<file path="src/sv/quadrature_speed_odometer_assert.svh">
// Assertion macros for the odometer RTL (included by qso_back).
`ifndef QUADRATURE_SPEED_ODOMETER_ASSERT_SVH
`define QUADRATURE_SPEED_ODOMETER_ASSERT_SVH

// Same-cycle implication, clocked on clk, off while arst_n is low.
`define QSO_ASSERT_IMP(lbl, ante, cons, msg) \
	lbl: assert property (@(posedge clk) disable iff (!arst_n) (ante) |-> (cons)) \
		else $error(msg);

// Next-cycle implication, clocked on clk, off while arst_n is low.
`define QSO_ASSERT_NXT(lbl, ante, cons, msg) \
	lbl: assert property (@(posedge clk) disable iff (!arst_n) (ante) |=> (cons)) \
		else $error(msg);

`endif

</file>
<file path="src/sv/qso_queue.sv">
// Two-entry queue between front and back.
`timescale 1ns / 1ps
`default_nettype none
module qso_queue #(
	parameter int WIDTH = 65
) (
	input  wire logic             clk,
	input  wire logic             arst_n,
	input  wire logic             push,
	input  wire logic [WIDTH-1:0] push_data,
	output logic                  full,
	input  wire logic             pop,
	output logic [WIDTH-1:0]      head,
	output logic                  empty
);

	logic [WIDTH-1:0] entry_q [2];
	logic             wr_q, rd_q;
	logic [1:0]       fill_q;

	assign full  = (fill_q == 2'd2);
	assign empty = (fill_q == 2'd0);
	assign head  = entry_q[rd_q];

	always_ff @(posedge clk) begin
		if (push) begin
			entry_q[wr_q] <= push_data;
		end
	end

	always_ff @(posedge clk or negedge arst_n) begin
		if (!arst_n) begin
			wr_q   <= 1'b0;
			rd_q   <= 1'b0;
			fill_q <= 2'd0;
		end else begin
			if (push) wr_q <= !wr_q;
			if (pop)  rd_q <= !rd_q;
			fill_q <= fill_q + {1'b0, push} - {1'b0, pop};
		end
	end

endmodule
`default_nettype wire

</file>
<file path="config.mk">
export PLATFORM = sky130hd
export DESIGN_NAME = qso_queue
export DESIGN_NICKNAME = d
export VERILOG_FILES = /design/src/sv/quadrature_speed_odometer_assert.svh /design/src/sv/qso_queue.sv
export SDC_FILE = /design/constraint.sdc
export NUM_CORES = 1
export LEC_CHECK = 0
export BUFFER_PORTS_ARGS = -buffer_cell sky130_fd_sc_hd__buf_4
export CORE_AREA = 2 2 98 100
export CTS_CLUSTER_SIZE = 10
export DETAILED_ROUTE_END_ITERATION = 6
export DIE_AREA = 0 0 100 102
export PLACE_DENSITY = 0.85
export SLEW_MARGIN = 0
export SYNTH_ARGS = -nofsm -noshare
export SYNTH_HDL_FRONTEND = slang
export SYNTH_SLANG_ARGS = --single-unit
</file>
<file path="constraint.sdc">
create_clock -name clk -period 9 [get_ports clk]
set_input_delay 1.35 -clock clk [delete_from_list [all_inputs] [get_ports clk]]
set_output_delay 1.35 -clock clk [all_outputs]
set_load 0.03 [all_outputs]
</file>
[Word level (Yosys, flattened, before mapping)]
Memories as Yosys holds them, arrays and structs flattened.
Index checks and enable logic that the tools add are counted.
Operators by class
  reduce and logical (&&, ||, !) cells: 3
  multiplexer cells: 2
  equal/unequal tests: 1
  multiply operators: 0
  shifts and indexed selects: 0
  $lt $le $gt $ge: 0
  $add $sub $neg: 2
  bitwise logic cells: 0
  div/mod/pow operators: 0
Operators by type and width (number)
  2-bit by 1-bit adder with 2-bit output: 1
  2-bit == test, second input constant: 1
  1-bit logical NOT: 2
  2-bit logical NOT: 1
  1-bit 2-to-1 mux: 2
  2-bit by 1-bit subtractor with 2-bit output: 1
Word-level totals
  latch bits: 0
  input port bits: 69
  memories: 1
  register bits after elaboration: 4
  memory bits (read-only): 0
  word-level logic and storage cells: 12
  memory bits (writable): 130
Memories
  entry_q: depth 2, bits a word 65, rd ports 1, clocked after memory_dff 0, wr ports 1, RTL line qso_queue.sv:17  | logic [WIDTH-1:0] entry_q [2];

[Logic depth before layout (Yosys ltp)]
  depth after elaboration: 2
  mapped depth: 5
  mapped depth without buffers: 5

[Worst setup path after synthesis]
OpenSTA, ideal clock, no wires.
  kind: input to register
  start point: input push
  end point: memory entry_q[0][0] (enable)
  cell stages on the path: 1
  setup time: 0.496 ns
  required time: 8.504 ns
  setup slack: 4.297 ns
  arrival time: 4.207 ns
  path through: nor2b_1
On the way
  cells in the longest elaborated chain, start to end: 2
Ends and longest elaborated chain
  from (decl): RTL line qso_queue.sv:9  | input wire logic push,
  1-bit 2-to-1 mux: RTL line qso_queue.sv:26  | if (push) begin
  1-bit 2-to-1 mux (not written as such): RTL line qso_queue.sv:27  | entry_q[wr_q] <= push_data;
  to (decl): RTL line qso_queue.sv:17
No other way between the ends.

[Worst setup path after layout]
  start point: register rd_q
  end point: output head[4]
On the way
  cells in the longest elaborated chain, start to end: 1
Ends and longest elaborated chain
  from (decl): RTL line qso_queue.sv:18  | logic wr_q, rd_q;
  from (signal assigned): RTL line qso_queue.sv:38  | if (pop) rd_q <= !rd_q;
  memory 2 x 65 bit
  to (decl): RTL line qso_queue.sv:13  | output logic [WIDTH-1:0] head,
No other way between the ends.

==> results.md <==
- Hold_buf cts: 0
- Leakage power figure: roughly 0.0027 uW
- Skew-Pair Late Insertion Delay: 500 ps
- Final setup TNS: 0 ps
- Cts repair resizes: 0
- Final min period: 3630 ps
- Syn_nets: about 290
- Flops & latches, synth: ~130
- Actual slew at the worst max-slew pin: ~1100 ps
- Cells after synthesis: 217
- Core area: 9110 um^2
- Clock root buffer: clkbuf_8
- RSZ-0062 raised after global routing: false
- Critical path class: reg -> out
- Num rows: 35
- Routed via count: 2484
- Pre-antenna DRT Iters: 4
- Final Hold Vio Count: 0
- Area of the die: roughly 10000 um^2
- Max rail drop VDD: a little under 0.2 mV
- Initial core utilization: a little under three fifths
- Clock sink total: roughly 130
- Final slew viol count: 0
- Avg Inst Size Synth: around 23 um^2
- Share of layout cells above drive strength 1: 61.7%
- Number of DRC markers in iteration 0: 91
- Worst Reg-to-Reg Cells: 2
- Tot GR Track Use: between 10% and 20%
- Startpoint types: flip-flop
- Commonest non-fill, non-tap cell in the layout: buf_4
- Die Ht: approximately 100 um
- CP startpoint: rd_q
- Total number of yosys warnings: 0
- Hold path depth: 1
- CTS tree: yes
- Fin crit share: between 40 and 50%
- GP Congestion: between 0.6 and 0.7
- Final wirelength: between 8000 and 9000 um
- CTS buffer count: 17
- Number of max-cap violations: 0
- Peak Freq: between 200 and 300 MHz
- Largest net degree at the start of global routing: 67
- Grt ovf: 0
- CTS max path bufs: 2
- Initial antenna violation count: 0
- Setup Buffers After CTS: 0
- RR Startpoint: wr_q
- Critical Path End Type: primary output
- Vias in the first global route: between 2000 and 3000
- Worst hold start: wr_q
- Slew headroom: roughly 27%
- HP Class: reg -> reg
- Layout Nets: between 400 and 500
- Crit path required time: 7650 ps
- Pwr Density: around 360 nW/um^2
- Skew final: about 9.9 ps
- WP data arrival: between 2000 and 2500 ps
- Clock H-tree levels: 4
- Pre-CTS setup slack: roughly 6000 ps
- DR WL/cell: 17.3 um
- DRC: 0
- Worst-path clk slew: roughly 50 ps
- Final WS setup: between 5000 and 6000 ps
- Cell area after synthesis: around 5000 um^2
- Critical-path maximum fanout: 66
- Die span in x: about 100 um
- Port-buffer cells: around 140
- Global-route wire length before repair: between 10000 and 15000 um
- Status: finished clean
- Final HPWL from detailed placement: 5230 um
- Sequential fraction of the synthesis area: 79.3%
- Layout Utilization: approximately three quarters
- Via/cell ratio: between 5 and 6
- Ports: roughly 140
- Commonest cells after routing, fill and taps aside: buf_4 (137), edfxtp_1 (130), mux2_4 (40)
- Total Power: about 2400 uW
- Distinct cells, synth: 13
- # diodes: 0
- Post-route ant nets: 0
- Synthesis-to-finish area growth: 34.2%
- Final setup viols: 0
==> layout make-up <==
class,instances,area (um^2)
sequential,134,4010
fill,529,2330
timing repair buffer,137,1030
multi-input combinational,74,980
clock buffer,18,418
clock inverter,14,196
tap,111,139
inverter,2,7.51
==> critical path, stage by stage, from the launching register on <==
cell and delay, ps:
dfrtp_4 1130, mux2_2 430, buf_4 170
==> cells by family after synthesis <==
group | share of synthesized area (%)
buffers and inverters | 1.46
multiplexers | 17.5
XOR/XNOR | 0.818
flip-flops | 79.3
AND/OR/NAND/NOR | 0.446
adder cells (fa/ha/maj) | 0.496
==> registers in the layout (all words and copies together), names as in the netlist <==
register  count
entry_q     130
fill_q        2
rd_q          1
wr_q          1
==> final timing paths <==
kind	endpoint	slack, ps
setup / recovery	head[4]	5370
hold / removal	wr_q	550
setup reg to reg	entry_q[0][3]	7020
hold reg to reg	wr_q	550
max in group asynchronous	rd_q	8250
min in group asynchronous	fill_q[1]	640
==> cells in the mapped netlist <==
cell,instances,share of area [%]
buf_2,2,0.20
buf_6,5,1.1
xor3_1,1,0.47
edfxtp_1,130,77
nor2_1,1,0.074
inv_1,2,0.15
dfrtp_1,4,2.0
ha_1,2,0.50
xor2_1,2,0.35
nor2b_1,2,0.25
mux2_2,25,5.6
and2_1,1,0.12
mux2_4,40,12
==> layer usage <==
metal | routed length (um) | up-vias | GRT usage (%)
met5 | 0 | - | 0
met4 | 86 | 0 | 7.06
met3 | 623 | 10 | 6.63
met2 | 4290 | 107 | 27.8
met1 | 3480 | 1205 | 20.5
li1 | - | 1162 | -
==> metrics by stage <==
stage | cell area (um^2) | std cells | hold slack (ps)
finish | 6780 | 490 | 551
floorplan | 5050 | 217 | 455
global placement | 6160 | 458 | 522
detailed placement | 6160 | 458 | 531
global route | 6780 | 490 | 578
CTS | 6780 | 490 | 554
==> power by group <==
group	internal [uW]	switching, uW	total, uW
Clock	453	251	704
Sequential	830	103	934
Combinational	378	424	802
Power figures use the tool's default switching activity.
