--- src/sv/quadrature_speed_odometer_assert.svh ---
// Assertion macros for the odometer RTL (included by qso_back).
`ifndef QUADRATURE_SPEED_ODOMETER_ASSERT_SVH
`define QUADRATURE_SPEED_ODOMETER_ASSERT_SVH

// Same-cycle implication, clocked on clk, off while arst_n is low.
`define QSO_ASSERT_IMP(lbl, ante, cons, msg) \
	lbl: assert property (@(posedge clk) disable iff (!arst_n) (ante) |-> (cons)) \
		else $error(msg);

// Next-cycle implication, clocked on clk, off while arst_n is low.
`define QSO_ASSERT_NXT(lbl, ante, cons, msg) \
	lbl: assert property (@(posedge clk) disable iff (!arst_n) (ante) |=> (cons)) \
		else $error(msg);

`endif

--- src/sv/qso_pkg.sv ---
// Shared types and constants for the quadrature speed odometer.
`timescale 1ns / 1ps
`default_nettype none
package qso_pkg;

	// Input request kinds
	localparam logic [1:0] FUNC_EDGE_A = 2'd0;
	localparam logic [1:0] FUNC_EDGE_B = 2'd1;
	localparam logic [1:0] FUNC_TICK   = 2'd2;

	// Configuration register indexes
	localparam logic [1:0] CFG_SAMPLE_PERIOD  = 2'd0;
	localparam logic [1:0] CFG_STOP_TIMEOUT   = 2'd1;
	localparam logic [1:0] CFG_SPEED_SCALE    = 2'd2;
	localparam logic [1:0] CFG_DISTANCE_SCALE = 2'd3;

	// Configuration reset values
	localparam logic [15:0] RST_SAMPLE_PERIOD  = 16'd200;
	localparam logic [15:0] RST_STOP_TIMEOUT   = 16'd2000;
	localparam logic [31:0] RST_SPEED_SCALE    = 32'd1080900;
	localparam logic [31:0] RST_DISTANCE_SCALE = 32'd60050;

	// 0.621371 in Q16
	localparam logic [15:0] MPH_Q16 = 16'd40722;

	typedef enum logic [2:0] {
		BK_IDLE,
		BK_MUL,
		BK_RND,
		BK_MPH,
		BK_FIN
	} back_state_t;

endpackage
`default_nettype wire

--- src/sv/qso_front.sv ---
// Front end: edge counting, timers and sample snapshots.
`timescale 1ns / 1ps
`default_nettype none
module qso_front
	import qso_pkg::*;
#(
	parameter int COUNT_WIDTH = 32,
	parameter int TIMER_WIDTH = 16
) (
	input  wire logic                     clk,
	input  wire logic                     arst_n,
	input  wire logic                     in_valid,
	output logic                          in_ready,
	input  wire logic [1:0]               func,
	input  wire logic                     level_a,
	input  wire logic                     level_b,
	input  wire logic [15:0]              sample_period,
	input  wire logic [15:0]              stop_timeout,
	input  wire logic                     q_full,
	output logic                          q_push,
	output logic [2*COUNT_WIDTH:0]        q_data
);

	localparam int CMPW = (TIMER_WIDTH > 16) ? TIMER_WIDTH : 16;

	logic [COUNT_WIDTH-1:0] count_q, last_q;
	logic [TIMER_WIDTH-1:0] st_q, sp_q;
	logic [TIMER_WIDTH-1:0] st_inc, sp_inc;
	logic                   accept, is_edge, is_tick, up, sample_hit, stop_now;

	assign in_ready = !q_full;
	assign accept   = in_valid && in_ready;
	assign is_edge  = (func == FUNC_EDGE_A) || (func == FUNC_EDGE_B);
	assign is_tick  = (func == FUNC_TICK);
	assign up       = (func == FUNC_EDGE_A) ? (level_a == level_b) : (level_a != level_b);

	// saturating timers
	assign st_inc = (st_q == '1) ? st_q : st_q + 1'b1;
	assign sp_inc = (sp_q == '1) ? sp_q : sp_q + 1'b1;

	assign sample_hit = CMPW'(st_inc) >= CMPW'(sample_period);
	assign stop_now   = CMPW'(sp_inc) > CMPW'(stop_timeout);

	assign q_push = accept && is_tick && sample_hit;
	assign q_data = {stop_now, count_q - last_q, count_q};

	always_ff @(posedge clk or negedge arst_n) begin
		if (!arst_n) begin
			count_q <= '0;
			last_q  <= '0;
			st_q    <= '0;
			sp_q    <= '0;
		end else if (accept) begin
			if (is_edge) begin
				count_q <= up ? count_q + 1'b1 : count_q - 1'b1;
				sp_q    <= '0;
			end else if (is_tick) begin
				sp_q <= sp_inc;
				if (sample_hit) begin
					st_q   <= '0;
					last_q <= count_q;
				end else begin
					st_q <= st_inc;
				end
			end
		end
	end

endmodule
`default_nettype wire

--- config.mk ---
export PLATFORM = sky130hd
export DESIGN_NAME = qso_front
export DESIGN_NICKNAME = d
export VERILOG_FILES = /design/src/sv/quadrature_speed_odometer_assert.svh /design/src/sv/qso_pkg.sv /design/src/sv/qso_front.sv
export SDC_FILE = /design/constraint.sdc
export NUM_CORES = 1
export LEC_CHECK = 0
export BUFFER_PORTS_ARGS = -buffer_cell sky130_fd_sc_hd__buf_4
export CORE_MARGIN = 1.5
export CORE_UTILIZATION = 60
export CTS_CLUSTER_SIZE = 30
export DETAILED_ROUTE_END_ITERATION = 7
export PLACE_DENSITY = 0.82
export SKIP_LAST_GASP = 1
export SLEW_MARGIN = 10
export SYNTH_ARGS = -nofsm -noshare
export SYNTH_HDL_FRONTEND = slang
export SYNTH_SLANG_ARGS = --single-unit
export TNS_END_PERCENT = 1
--- constraint.sdc ---
create_clock -name clk -period 6.5 [get_ports clk]
set_clock_uncertainty 0.05 [all_clocks]
set_input_delay 0.325 -clock clk [delete_from_list [all_inputs] [get_ports clk]]
set_output_delay 0.325 -clock clk [all_outputs]
set_load 0.05 [all_outputs]
After elaboration in Yosys (flattened, before gate mapping)

Index checks and enable logic that the tools add are counted.
Widths: inputs -> output; s select.

Register bits: 96
Latch bits: 0
RAM bits: 0
ROM bits: 0
Output and inout port bits: 67
Logic and storage cells: 36
Memories kept: 0

Add/sub/neg operators: 5
Multiply operators: 0
Div/mod/pow operators: 0
Order comparisons: 2
Eq/ne operators: 6
Shift operators: 0
Muxes and demuxes: 7
Bitwise operators: 1
Reduce and logical (&&, ||, !) cells: 11

Operators with widths:

| kind                  | number |
|---|---|
| $mux 16               | 5 |
| $add 16x1->16 const B | 2 |
| $add 32x1->32 const B | 1 |
| $eq 16x16->1 const B  | 2 |
| $mux 32               | 1 |
| $sub 32x1->32 const B | 1 |
| $sub 32x32->32        | 1 |
| $ge 16x16->1          | 1 |
| $gt 16x16->1          | 1 |
| $reduce_and 2->1      | 2 |
| $reduce_and 4->1      | 1 |
| $logic_and 1x1->1     | 3 |
| $reduce_and 3->1      | 1 |
| $eq 2x1->1 const B    | 1 |
| $eq 2x2->1 const B    | 1 |
| $logic_not 2->1       | 1 |
| $reduce_bool 2->1     | 1 |
| $eq 1x1->1            | 1 |
| $logic_not 1->1       | 1 |
| $logic_or 1x1->1      | 1 |
| $mux 1                | 1 |
| $ne 1x1->1            | 1 |
| $not 1->1             | 1 |

Logic depth before layout (Yosys ltp)

Depth after elaboration: 4
Mapped depth: 20

Least setup slack after synthesis

Ideal clock, no wire load.

Kind: input-to-reg
Start: input level_b
End: register count_q[30]
Library setup time: 126 ps
Arrival time: 4366 ps
Setup slack: 1958 ps
Cell stages on the path: 14
Path buffers: 0
Cell sequence: xor2_1 -> xnor2_1 -> inv_1 -> fa_1 -> nor2b_1 -> o21ai_1 -> a21boi_1 -> o21ai_0 -> o21ai_2 -> a21oi_2 -> o311ai_4 -> a21oi_2 -> o2111a_1 -> a221o_1

Cells in the longest elaborated chain, start to end: 3
Elaborated cells between the ends (all ways): 4
Classes of those cells: eq/ne: 2; mux: 2

Ends and longest elaborated chain:

| element                                         | RTL line        | RTL |
|---|---|---|
| start: declaration                              | qso_front.sv:16 | `input wire logic level_b,` |
| $ne 1x1->1 / $eq 1x1->1 (equally long branches) | qso_front.sv:35 | `assign up = (func == FUNC_EDGE_A) ? (level_a == level_b) : (level_a != level_b);` |
| $mux 1 (*)                                      | qso_front.sv:35 |  |
| $mux 32 (*)                                     | qso_front.sv:55 | `count_q <= up ? count_q + 1'b1 : count_q - 1'b1;` |
| end signal: assignment                          | qso_front.sv:55 |  |
| end: declaration                                | qso_front.sv:26 | `logic [COUNT_WIDTH-1:0] count_q, last_q;` |

Every way passes the cells marked *; elsewhere a longest branch is shown, timed or not.
A chain may end at the register's enable or synchronous reset.

Worst setup path after layout

Start: register st_q[0]
End: output q_push

Cells in the longest elaborated chain, start to end: 4
Elaborated cells between the ends (all ways): 5
Classes of those cells: add/sub: 1; order compare: 1; eq/ne: 1; mux: 1; reduce/logical: 1

Ends and longest elaborated chain:

| element                                              | RTL line        | RTL |
|---|---|---|
| start: declaration                                   | qso_front.sv:27 | `logic [TIMER_WIDTH-1:0] st_q, sp_q;` |
| start signal: assignment                             | qso_front.sv:63 | `st_q <= st_inc;` |
| $add 16x1->16 / $eq 16x16->1 (equally long branches) | qso_front.sv:38 | `assign st_inc = (st_q == '1) ? st_q : st_q + 1'b1;` |
| $mux 16 (*)                                          | qso_front.sv:38 |  |
| $ge 16x16->1 (*)                                     | qso_front.sv:41 | `assign sample_hit = CMPW'(st_inc) >= CMPW'(sample_period);` |
| $logic_and 1x1->1 (*)                                | qso_front.sv:44 | `assign q_push = accept && is_tick && sample_hit;` |
| end: declaration                                     | qso_front.sv:20 | `output logic q_push,` |

Marks and branches as above.

==> impl_metrics.tcl <==
set metrics [dict create \
    ctsResizeCount 0 \
    dp_cells 1234 \
    slowest_stage "a2111oi_2" \
    worstMarginPinSlew_ns 1.01 \
    design.core.area_mm2 0.0138 \
    totalWireLength_mm 18.2 \
    cap_violations 0 \
    cts_buffers 9 \
    pin_count 107 \
    cp-end-kind "output pin" \
    vias 7267 \
    setup_viol_count_final 0 \
    clkSinkCount 96 \
    gr-total-overflow 0 \
    holdBufCountCts 1 \
    firstDrtPassIters 6 \
    layoutNonFillerInstCount 1250 \
    rsz0062_at_grt "false" \
    dieHeight_um 122 \
    yosys_warnings 0 \
    final_nets 1203 \
    initial_core_util_pct 61.2 \
    clk_latency_ns 0.34 \
    hpwl_mm 13.7 \
    drc 0 \
    cts_root_buf "clkbuf_16" \
    crit_arrival_ns 5.02 \
    crit_required_ns 6.12 \
    synth_flop_cell "dfrtp_1" \
    cts_tree "done" \
    hold_viol_final 0 \
    num_antenna_cells 0 \
    synth.distinct_cells 64 \
    drive_gt1_share_pct 16.1 \
    min_path_type "in2reg" \
    netlist_instances 976 \
    routedWlPerCell_um 14.6 \
    slew_violations 0 \
    ys_seq_elements 96 \
    setup_slack_ns 1.11 \
    fin_tns_setup_ns 0 \
    gp_congestion 0.910 \
    max_stage_delay_ns 0.46 \
    async_flop_share_pct 100 \
    grtUsageTotal_pct 25.1 \
    period_minus_slack_ns 5.39 \
    grt_max_degree 62 \
    grt_pass1_wl_mm 30.4 \
    crit_type "reg2out" \
    dieArea_mm2 0.0148 \
    clk_pin_slew_worst_paths_ns 0.07 \
    area_growth_pct 14.6 \
    drt_iter0_markers 329 \
    clockBufferDepth 2 \
    setup.worst_path.start_class "flop" \
    finalCritPeriodShare_pct 83.0 \
    relSlewSlack_pct 32.6 \
    antenna_found_initial 0 \
    status "finished, final reports clean" \
    path_cells "ha_1 -> and3_1 -> and3_1 -> and2_1 -> nor2b_1 -> and2_1 -> nor2_1 -> nand3_1 -> xnor2_1 -> ha_1 -> a21o_1 -> a21o_1 -> a21oi_1 -> nor2_1 -> a2111oi_2 -> o21ai_2 -> and2_4 -> buf_4" \
    grt_pass1_vias 6696 \
    dieWidth_um 122 \
    cts_max_level 3 \
    post_cts_buffers 0 \
    synth-seq-area-share_pct 28.5 \
    row_count 43 \
    syn_avg_cell_area_um2 8.64 \
    timing.fmax_mhz 185 \
    post_synth_instance_area_mm2 0.00843 \
    synth_edf_count 0 \
    viasPerCell 5.81 \
    synthesis.nets 1113 \
    io_buffers 106 \
    cp_max_fo 34 \
    place_ws_ns 1.54 \
    n_fill_cell 1141 \
    antenna_left 0 \
]
-- worst max-delay path: cells and delay by family, from the launching register on --
kind,cells,cell delay (ns)
and+or+nand+nor,9,1.94
DFF,1,0.44
adders and majority gates,2,0.54
AOI/OAI and AO/OA,5,1.25
xor gates and xnor gates,1,0.16
buffers and inverters,1,0.29
-- path summary, 6_finish.rpt --
check	depth (start not counted)	start	end	slack, ns
worst min-delay path	4	func[1]	count_q[12]	0.40
worst max register to register	18	st_q[0]	last_q[30]	1.56
worst max-delay path	18	st_q[0]	q_push	1.11
worst min register to register	1	last_q[3]	last_q[3]	0.46
min in group asynchronous	2	arst_n	last_q[9]	0.42
max in group asynchronous	3	arst_n	sp_q[10]	4.84
-- Yosys cell counts (3+ instances only) --
cell type	instances	area, um^2
a21o_1	44	330
inv_1	86	323
xnor2_1	50	438
nor3_1	11	55.1
nor2_1	44	165
and3_1	13	81.3
nand4_1	16	100
mux2_4	27	405
a21oi_2	3	26.3
ha_1	95	1190
mux2i_1	5	50.1
and2_1	5	31.3
nor3b_1	4	30.0
buf_6	4	45.0
mux2_2	7	78.8
nand2_1	99	372
o31ai_1	8	60.1
or3_1	6	37.5
nand2b_1	16	100
buf_1	3	11.3
o21ai_1	3	15.0
o21a_1	17	128
o21bai_1	5	37.5
nand3_1	33	165
a22o_1	14	123
nor4_1	3	18.8
nor2b_1	15	93.8
a211oi_1	5	37.5
clkbuf_1	22	82.6
o211ai_1	8	60.1
o2111a_1	3	33.8
a21oi_1	69	345
dfrtp_1	96	2400
a31oi_1	7	43.8
o21ai_0	70	350
xor2_1	23	201
-- routing by layer --
metal	wire (um)	GRT usage, %	part of all wire (%)	up-vias
met1	8400	33.4	46	3435
met5	0	0	0	-
met4	216	8.53	1.2	0
met3	635	2.53	3.5	18
li1	-	-	-	3654
met2	8950	43.0	49	160
-- stage by stage --
stage / cell area, um^2 / utilization [%] / hold WS, ns
after detailed placement: 9330 / 67.8 / 0.253
after floorplan: 8430 / - / -0.0206
after global routing: 9660 / 70.2 / 0.434
after CTS: 9660 / 70.2 / 0.402
after global placement: 9330 / 67.8 / 0.246
final: 9660 / 70.2 / 0.402
-- cell usage in the layout, fill, tap and decap left out, types with 23 or more instances in the layout --
cell,n
o21ai_0,70
xnor2_1,49
dfrtp_1,96
mux2_4,27
xor2_1,23
nor2_1,44
ha_1,95
nand3_1,33
buf_4,109
inv_1,86
a21o_1,44
a21oi_1,69
nand2_1,99
-- sequential cells by signal (all words and copies together), names as in the netlist --
name and flops:
count_q 32, last_q 32, st_q 16, sp_q 16
-- layout make-up --
class,instances,area (um^2),area share [%]
clock inverter,3,65.1,0.673
multi-input combinational,763,5560,57.6
inverter,86,323,3.34
sequential,96,2400,24.9
clock buffer,12,256,2.65
timing repair buffer,110,828,8.57
tap,180,225,2.33
-- logic make-up (layout without fill, tap and decap cells) --
group,count (synthesis),after routing,share of synthesized area (%)
AND/OR/NAND/NOR,276,276,15.9
XOR/XNOR,73,73,7.58
flip-flops,96,96,28.5
buffers and inverters,117,211,5.62
multiplexers,39,39,6.34
adder cells (fa/ha/maj),97,97,14.6
AO/OA/AOI/OAI,278,278,21.5
Power is not shown: default switching activity piles up to over one toggle a cycle in this logic, so the estimate is an artifact.
